==> config.mk <==
export PLATFORM = sky130hd
export DESIGN_NAME = polled_timer_table_flat
export DESIGN_NICKNAME = d
export VERILOG_FILES = /design/src/sv/ptt_pkg.sv /design/src/sv/ptt_if.sv /design/src/sv/ptt_ram.sv /design/src/sv/ptt_ctrl.sv /design/src/sv/polled_timer_table.sv /design/src/flat_wrapper.sv
export SDC_FILE = /design/constraint.sdc
export NUM_CORES = 2
export LEC_CHECK = 0
export BUFFER_PORTS_ARGS = -buffer_cell sky130_fd_sc_hd__buf_2
export CAP_MARGIN = 5
export CELL_PAD_IN_SITES_DETAIL_PLACEMENT = 0
export CELL_PAD_IN_SITES_GLOBAL_PLACEMENT = 1
export CORE_ASPECT_RATIO = 0.7
export CORE_MARGIN = 2
export CORE_UTILIZATION = 55
export CTS_CLUSTER_DIAMETER = 120
export DETAILED_ROUTE_END_ITERATION = 10
export PLACE_DENSITY_LB_ADDON = 0.08
export SETUP_SLACK_MARGIN = 0.1
export SLEW_MARGIN = 40
export SYNTH_ARGS = -nofsm -noshare
export SYNTH_HDL_FRONTEND = slang
export SYNTH_SLANG_ARGS = --single-unit
export TNS_END_PERCENT = 100
==> constraint.sdc <==
create_clock -name clk_i -period 16.5 [get_ports clk_i]
set_clock_uncertainty 0.1 [all_clocks]
set_input_delay 2.475 -clock clk_i [delete_from_list [all_inputs] [get_ports clk_i]]
set_output_delay 2.475 -clock clk_i [all_outputs]
set_load 0.02 [all_outputs]
==> src/sv/ptt_pkg.sv <==
// Package for the polled timer table: sizes, item codes and shared types.
// No dependencies.
package ptt_pkg;

  localparam int NumTimers = 16;
  localparam int IdxW      = (NumTimers > 1) ? $clog2(NumTimers) : 1;
  localparam int CntW      = $clog2(NumTimers + 1);

  typedef enum logic [1:0] {
    ModeAdd  = 2'd0,
    ModeDel  = 2'd1,
    ModeClr  = 2'd2,
    ModePoll = 2'd3
  } mode_e;

  typedef enum logic [2:0] {
    KindAdded   = 3'd0,
    KindFull    = 3'd1,
    KindDeleted = 3'd2,
    KindDelErr  = 3'd3,
    KindCleared = 3'd4,
    KindExpired = 3'd5,
    KindDone    = 3'd6
  } kind_e;

  typedef struct packed {
    kind_e      kind;
    logic [5:0] slot;
    logic       last;
  } res_t;

  typedef struct packed {
    logic        one_shot;
    logic [31:0] interval;
    logic [31:0] deadline;
  } ent_t;

  localparam int EntW = $bits(ent_t);

endpackage

==> src/sv/ptt_if.sv <==
// Valid/ready channels for input items and result items.
// Depends on nothing.
interface ptt_in_if;
  logic        valid;
  logic        ready;
  logic [1:0]  mode;
  logic [31:0] now_ms;
  logic [31:0] interval_ms;
  logic        one_shot;
  logic [5:0]  slot_id;

  modport source (output valid, mode, now_ms, interval_ms, one_shot, slot_id, input ready);
  modport sink   (input valid, mode, now_ms, interval_ms, one_shot, slot_id, output ready);
endinterface

interface ptt_out_if;
  logic       valid;
  logic       ready;
  logic [2:0] kind;
  logic [5:0] slot;
  logic       last;

  modport source (output valid, kind, slot, last, input ready);
  modport sink   (input valid, kind, slot, last, output ready);
endinterface

==> src/sv/ptt_ram.sv <==
// Generic single-write, single-read synchronous RAM, registered read data.
// No dependencies.
module ptt_ram #(
  parameter int Depth = 16,
  parameter int Width = 8,
  parameter int AddrW = (Depth > 1) ? $clog2(Depth) : 1
) (
  input  logic             clk_i,
  input  logic             we_i,
  input  logic [AddrW-1:0] waddr_i,
  input  logic [Width-1:0] wdata_i,
  input  logic             re_i,
  input  logic [AddrW-1:0] raddr_i,
  output logic [Width-1:0] rdata_o
);

  logic [Width-1:0] mem [Depth];
  logic [Width-1:0] rdata_q;

  always_ff @(posedge clk_i) begin
    if (we_i) begin
      mem[waddr_i] <= wdata_i;
    end
    if (re_i) begin
      rdata_q <= mem[raddr_i];
    end
  end

  assign rdata_o = rdata_q;

endmodule

==> src/sv/ptt_ctrl.sv <==
// Timer table sequencer: used bits, add/delete/clear, and the poll scan
// over the entry RAM. Depends on ptt_pkg and ptt_if.
module ptt_ctrl import ptt_pkg::*; (
  input  logic            clk_i,
  input  logic            rst_ni,
  ptt_in_if.sink          in_i,
  input  logic            push_ok_i,
  output logic            res_valid_o,
  output res_t            res_o,
  output logic            ram_we_o,
  output logic [IdxW-1:0] ram_waddr_o,
  output ent_t            ram_wdata_o,
  output logic            ram_re_o,
  output logic [IdxW-1:0] ram_raddr_o,
  input  ent_t            ram_rdata_i
);

  localparam logic StIdle = 1'b0;
  localparam logic StPoll = 1'b1;
  localparam logic [5:0] NumSlots = 6'(NumTimers);

  logic                 state_q, state_d;
  logic [NumTimers-1:0] used_q, used_d;
  logic [CntW-1:0]      rd_idx_q, rd_idx_d;
  logic [IdxW-1:0]      proc_idx_q, proc_idx_d;
  logic                 pend_q, pend_d;
  logic [31:0]          now_q, now_d;

  logic            accept;
  logic            free_found;
  logic [IdxW-1:0] free_idx;
  logic            sid_ok;
  logic [IdxW-1:0] sid_idx;

  always_comb begin
    free_found = 1'b0;
    free_idx   = '0;
    for (int i = NumTimers - 1; i >= 0; i--) begin
      if (!used_q[i]) begin
        free_found = 1'b1;
        free_idx   = IdxW'(i);
      end
    end
  end

  assign sid_ok  = (in_i.slot_id < NumSlots);
  assign sid_idx = in_i.slot_id[IdxW-1:0];

  assign in_i.ready = (state_q == StIdle) && push_ok_i;
  assign accept     = in_i.valid && in_i.ready;

  always_comb begin
    state_d     = state_q;
    used_d      = used_q;
    rd_idx_d    = rd_idx_q;
    proc_idx_d  = proc_idx_q;
    pend_d      = pend_q;
    now_d       = now_q;
    res_valid_o = 1'b0;
    res_o       = '{kind: KindDone, slot: 6'd0, last: 1'b1};
    ram_we_o    = 1'b0;
    ram_waddr_o = '0;
    ram_wdata_o = ram_rdata_i;
    ram_re_o    = 1'b0;
    ram_raddr_o = '0;

    unique case (state_q)
      StIdle: begin
        if (accept) begin
          res_valid_o = 1'b1;
          unique case (in_i.mode)
            ModeAdd: begin
              if (free_found) begin
                ram_we_o    = 1'b1;
                ram_waddr_o = free_idx;
                ram_wdata_o = '{one_shot: in_i.one_shot, interval: in_i.interval_ms,
                                deadline: in_i.now_ms + in_i.interval_ms};
                used_d[free_idx] = 1'b1;
                res_o = '{kind: KindAdded, slot: 6'(free_idx), last: 1'b1};
              end else begin
                res_o = '{kind: KindFull, slot: 6'd0, last: 1'b1};
              end
            end
            ModeDel: begin
              if (sid_ok && used_q[sid_idx]) begin
                used_d[sid_idx] = 1'b0;
                res_o = '{kind: KindDeleted, slot: 6'd0, last: 1'b1};
              end else begin
                res_o = '{kind: KindDelErr, slot: 6'd0, last: 1'b1};
              end
            end
            ModeClr: begin
              used_d = '0;
              res_o  = '{kind: KindCleared, slot: 6'd0, last: 1'b1};
            end
            ModePoll: begin
              res_valid_o = 1'b0;
              now_d       = in_i.now_ms;
              ram_re_o    = 1'b1;
              ram_raddr_o = '0;
              proc_idx_d  = '0;
              rd_idx_d    = CntW'(1);
              pend_d      = 1'b1;
              state_d     = StPoll;
            end
            default: ;
          endcase
        end
      end
      StPoll: begin
        if (push_ok_i) begin
          if (pend_q) begin
            if (used_q[proc_idx_q] && (now_q >= ram_rdata_i.deadline)) begin
              res_valid_o = 1'b1;
              res_o = '{kind: KindExpired, slot: 6'(proc_idx_q), last: 1'b0};
              if (ram_rdata_i.one_shot) begin
                used_d[proc_idx_q] = 1'b0;
              end else begin
                ram_we_o    = 1'b1;
                ram_waddr_o = proc_idx_q;
                ram_wdata_o = '{one_shot: 1'b0, interval: ram_rdata_i.interval,
                                deadline: now_q + ram_rdata_i.interval};
              end
            end
            if (rd_idx_q < CntW'(NumTimers)) begin
              ram_re_o    = 1'b1;
              ram_raddr_o = rd_idx_q[IdxW-1:0];
              proc_idx_d  = rd_idx_q[IdxW-1:0];
              rd_idx_d    = rd_idx_q + CntW'(1);
              pend_d      = 1'b1;
            end else begin
              pend_d = 1'b0;
            end
          end else begin
            res_valid_o = 1'b1;
            res_o       = '{kind: KindDone, slot: 6'd0, last: 1'b1};
            state_d     = StIdle;
          end
        end
      end
      default: ;
    endcase
  end

  always_ff @(posedge clk_i or negedge rst_ni) begin
    if (!rst_ni) begin
      state_q    <= StIdle;
      used_q     <= '0;
      rd_idx_q   <= '0;
      proc_idx_q <= '0;
      pend_q     <= 1'b0;
    end else begin
      state_q    <= state_d;
      used_q     <= used_d;
      rd_idx_q   <= rd_idx_d;
      proc_idx_q <= proc_idx_d;
      pend_q     <= pend_d;
    end
  end

  always_ff @(posedge clk_i) begin
    now_q <= now_d;
  end

endmodule

==> src/sv/polled_timer_table.sv <==
// Polled timer table top level: entry RAM, sequencer and output register.
// For add, delete and clear the result is valid the cycle after the item is accepted.
// A poll reads the RAM once per slot, in slot order, and then gives the done result;
// the scan is paced by the single RAM read port and stalls while the output is held.
// Reset (asynchronous, active low) frees every slot; the RAM needs no clearing.
// Depends on ptt_pkg, ptt_if, ptt_ram and ptt_ctrl.
module polled_timer_table import ptt_pkg::*; (
  input  logic      clk_i,
  input  logic      rst_ni,
  ptt_in_if.sink    in_i,
  ptt_out_if.source out_o
);

  logic            push_ok;
  logic            res_valid;
  res_t            res;
  logic            ram_we;
  logic [IdxW-1:0] ram_waddr;
  ent_t            ram_wdata;
  logic            ram_re;
  logic [IdxW-1:0] ram_raddr;
  ent_t            ram_rdata;

  logic out_valid_q, out_valid_d;
  res_t out_res_q;

  ptt_ram #(
    .Depth (NumTimers),
    .Width (EntW),
    .AddrW (IdxW)
  ) u_ram (
    .clk_i   (clk_i),
    .we_i    (ram_we),
    .waddr_i (ram_waddr),
    .wdata_i (ram_wdata),
    .re_i    (ram_re),
    .raddr_i (ram_raddr),
    .rdata_o (ram_rdata)
  );

  ptt_ctrl u_ctrl (
    .clk_i       (clk_i),
    .rst_ni      (rst_ni),
    .in_i        (in_i),
    .push_ok_i   (push_ok),
    .res_valid_o (res_valid),
    .res_o       (res),
    .ram_we_o    (ram_we),
    .ram_waddr_o (ram_waddr),
    .ram_wdata_o (ram_wdata),
    .ram_re_o    (ram_re),
    .ram_raddr_o (ram_raddr),
    .ram_rdata_i (ram_rdata)
  );

  assign push_ok = !out_valid_q || out_o.ready;

  always_comb begin
    out_valid_d = out_valid_q;
    if (res_valid) begin
      out_valid_d = 1'b1;
    end else if (out_o.ready) begin
      out_valid_d = 1'b0;
    end
  end

  always_ff @(posedge clk_i or negedge rst_ni) begin
    if (!rst_ni) begin
      out_valid_q <= 1'b0;
    end else begin
      out_valid_q <= out_valid_d;
    end
  end

  always_ff @(posedge clk_i) begin
    if (res_valid) begin
      out_res_q <= res;
    end
  end

  assign out_o.valid = out_valid_q;
  assign out_o.kind  = out_res_q.kind;
  assign out_o.slot  = out_res_q.slot;
  assign out_o.last  = out_res_q.last;

endmodule

==> src/flat_wrapper.sv <==
// flat-port wrapper written by rule: the top's interface ports become plain ports
module polled_timer_table_flat import ptt_pkg::*;
  (clk_i, rst_ni, in_i_valid, in_i_mode, in_i_now_ms, in_i_interval_ms, in_i_one_shot, in_i_slot_id, in_i_ready, out_o_valid, out_o_kind, out_o_slot, out_o_last, out_o_ready);
  ptt_in_if in_i_i ();
  ptt_out_if out_o_i ();
  input  logic clk_i;
  input  logic rst_ni;
  input wire logic [$bits(in_i_i.valid)-1:0] in_i_valid;
  input wire logic [$bits(in_i_i.mode)-1:0] in_i_mode;
  input wire logic [$bits(in_i_i.now_ms)-1:0] in_i_now_ms;
  input wire logic [$bits(in_i_i.interval_ms)-1:0] in_i_interval_ms;
  input wire logic [$bits(in_i_i.one_shot)-1:0] in_i_one_shot;
  input wire logic [$bits(in_i_i.slot_id)-1:0] in_i_slot_id;
  output wire logic [$bits(in_i_i.ready)-1:0] in_i_ready;
  output wire logic [$bits(out_o_i.valid)-1:0] out_o_valid;
  output wire logic [$bits(out_o_i.kind)-1:0] out_o_kind;
  output wire logic [$bits(out_o_i.slot)-1:0] out_o_slot;
  output wire logic [$bits(out_o_i.last)-1:0] out_o_last;
  input wire logic [$bits(out_o_i.ready)-1:0] out_o_ready;
  assign in_i_i.valid = in_i_valid;
  assign in_i_i.mode = in_i_mode;
  assign in_i_i.now_ms = in_i_now_ms;
  assign in_i_i.interval_ms = in_i_interval_ms;
  assign in_i_i.one_shot = in_i_one_shot;
  assign in_i_i.slot_id = in_i_slot_id;
  assign in_i_ready = in_i_i.ready;
  assign out_o_valid = out_o_i.valid;
  assign out_o_kind = out_o_i.kind;
  assign out_o_slot = out_o_i.slot;
  assign out_o_last = out_o_i.last;
  assign out_o_i.ready = out_o_ready;
  polled_timer_table u_core (.clk_i(clk_i), .rst_ni(rst_ni), .in_i(in_i_i), .out_o(out_o_i));
endmodule
==> results.ini <==
[status]
status = finished, final reports clean

[power]
powerDensity_mw_per_mm2 = 182.1
p_switching_mw = 3.896
clock_power_share = 0.244
p_int_mw = 6.597
combPwrFrac = 0.349
ir_drop_mv = 0.1090
seqPwrFrac = 0.407
p_sw_frac = 0.3713
p_leak_nw = 20.12

[worst_hold_path]
hold_path.class = flip-flop to flip-flop

[layout]
nFillCells = 7019
diodes = 0
multi_input_area_mm2 = 0.01582
area.growth.synth_to_final_pct = 11.05
final_cell_mix = 1145 x edfxtp_1, 517 x nand2_1, 267 x a21oi_1
final_nets = 4029
layout_commonest_cell = edfxtp_1
regArea_mm2 = 0.03509
layout-drive-gt1-share = 0.1368
final_util = 0.6145

[clock_network]
clkSlewWorstSetupHoldPaths_ps = 60
cts_num_sinks = 1173
clk_path_buf_depth = 3
insertion_delay_ps = 730
cts-resized-gates = 0
cts_tree = done
cts_made_buffers = 109
htreeDepth = 3
postCtsSetupBuffers = 0
cts_hold_buf = 0
clockRootBuffer = clkbuf_16

[floorplan]
num_rows = 94
coreArea_mm2 = 0.09374
die-area_mm2 = 0.09682
dieHeight_um = 260.9
initial_utilization = 0.5534
die_x_um = 371.1
pin_count = 89

[route]
dr.pass1.iters = 6
drc_errors = 0
wl_per_cell_um = 28.37
ant_nets = 0
avgViaCountPerCell = 6.577
wirelength_mm = 147.2
via_count = 34110
drt_iter0_drc = 4316

[worst_setup_path]
cp_top_family = buffers and inverters
cp_slowest_stage_delay_ps = 830
path_buf_inv = 4
cp_common_cell = buf_4
critPathKind = input port to flip-flop
start_kind = input port
critPathMaxFanout = 63
endpoint_kind = flip-flop
slowest_stage = buf_4
required_ps = 16970
cp_data_arrival_time_ps = 7270
worstPathCellList = buf_2, nand2b_1, nand3_1, nor2_4, buf_4, and2_4, buf_4, buf_4, nand2_1, a311oi_1, a21oi_1, a21oi_1

[yosys]
synth_area_mm2 = 0.05187
ys_top_cells_by_area = edfxtp_1 66%, nand2_1 3.8%, mux2_2 2.7%
synth_edf_count = 1145
synth_cells = 3835
yosys.area.top_type = edfxtp_1
ys_seq_area_frac = 0.6763
dominantRegCellSynth = edfxtp_1
synth_top_area_share = 0.6628
synth-seq-cells = 1173
ys_warn_count = 0
synth_cell_types = 82
postSynthAreaPerCell_um2 = 13.53
synthArstFlopShare = 0.02387

[sta]
fin_crit_sh = 0.4123
fmax_ghz = 0.1470
finalSetupViolations = 0
drv_slew = 0
finalHoldViolations = 0
worst_pin_slew_ps = 883.7
setup_tns_ps = 0
min_period_ps = 6802
grt_setup_unrepaired = false
max_slew_margin = 0.4109

[global_routing]
antenna_found_initial = 0
grt_pass1_vias = 32520
grt_usage = 0.3024
overflow = 0
grt_max_degree = 121
grt_pass1_wl_mm = 215.4

[placement]
dpl.hpwl_mm = 83.51
place_congestion = 0.9154
port_buffers = 86

[job]
maxCapViolCount = 0

==> stage by stage <==
stage / area [um^2] / hold WS [ps] / cells / power, mW / setup slack, ps
final: 57610 / 446.4 / 5187 / 10.49 / 9698
after global routing: 57610 / 498.7 / 5187 / 10.96 / 9500
after CTS: 57570 / 447.2 / 5186 / 10.46 / 9861
after detailed placement: 53950 / 431.2 / 4987 / 7.919 / 9111
after global placement: 53600 / 413.4 / 4976 / 7.799 / 9220
after floorplan: 51880 / 386.1 / 3836 / 6.669 / 9249
==> Yosys cell counts (all sizes together), types with 83 or more instances <==
cell type	n
nor2	102
a21oi	273
nand2	521
a211oi	151
and3	144
o21ai	86
mux2i	136
mux2	126
ha	99
clkbuf	223
a31oi	88
edfxtp	1145
nand3	83
==> routing by layer <==
layer / vias up / wire length [um] / GRT usage
li1: 14940 / - / -
met1: 17240 / 64220 / 0.4613
met2: 1712 / 65990 / 0.4542
met3: 226 / 13560 / 0.04952
met4: 0 / 3400 / 0.08075
met5: - / 0 / 0
==> worst paths after layout <==
path                                               start                        end  slack [ps]  cells past startpoint
max in group asynchronous                         rst_ni  u_core.u_ctrl.rd_idx_q[0]       14050                      1
worst max register to register  u_core.u_ram.rdata_o[30]    u_core.u_ram.mem[4][49]       10810                     13
worst max-delay path                         out_o_ready   u_core.u_ram.rdata_o[62]        9700                     12
worst min register to register      u_core.u_ctrl.pend_q       u_core.u_ctrl.pend_q         450                      2
worst min-delay path                u_core.u_ctrl.pend_q       u_core.u_ctrl.pend_q         450                      2
min in group asynchronous                         rst_ni    u_core.u_ctrl.used_q[4]        1720                      1
==> cell families after synthesis <==
| logic type | count (synthesis) | synth area share |
|---|---|---|
| and+or+nand+nor | 950 | 0.08300 |
| other | 1 | 0.00007229 |
| AOI/OAI and AO/OA | 960 | 0.1254 |
| xor gates and xnor gates | 49 | 0.008273 |
| adders and majority gates | 101 | 0.02465 |
| DFF | 1173 | 0.6763 |
| buffers and inverters | 330 | 0.02475 |
| muxes | 271 | 0.05750 |
==> registers in the layout, summed over array words and instances (netlist names) <==
register / count
u_core.out_o.slot: 4
u_core.out_o.valid: 1
u_core.u_ctrl.rd_idx_q: 5
u_core.out_o.last: 1
u_core.u_ram.mem: 1040
u_core.u_ctrl.state_q: 1
u_core.u_ctrl.used_q: 16
u_core.u_ram.rdata_o: 65
u_core.u_ctrl.pend_q: 1
u_core.u_ctrl.proc_idx_q: 4
u_core.out_o.kind: 3
u_core.u_ctrl.now_q: 32
==> worst min-delay path, stage by stage (launching register included) <==
cell     delay (ps)
dfrtp_1         390
nand2_1          60
nand2_1          60
==> power groups by stage <==
| stage | clock, mW | combinational, mW | sequential (mW) |
|---|---|---|---|
| floorplan | 0 | 2.46 | 4.21 |
| global placement | 0 | 3.47 | 4.32 |
| detailed placement | 0 | 3.60 | 4.32 |
| CTS | 2.59 | 3.62 | 4.26 |
| global route | 2.70 | 3.98 | 4.28 |
| finish | 2.56 | 3.67 | 4.27 |
==> final cells by class <==
cell class / count / share of cell area
Clock buffer: 129 / 0.04993
Clock inverter: 70 / 0.01284
Timing Repair Buffer: 168 / 0.02183
Tap cell: 1248 / 0.02711
Sequential cell: 1173 / 0.6092
Inverter: 66 / 0.004431
Multi-Input combinational cell: 2333 / 0.2746
Note: power is estimated with default switching activity, not from simulation.
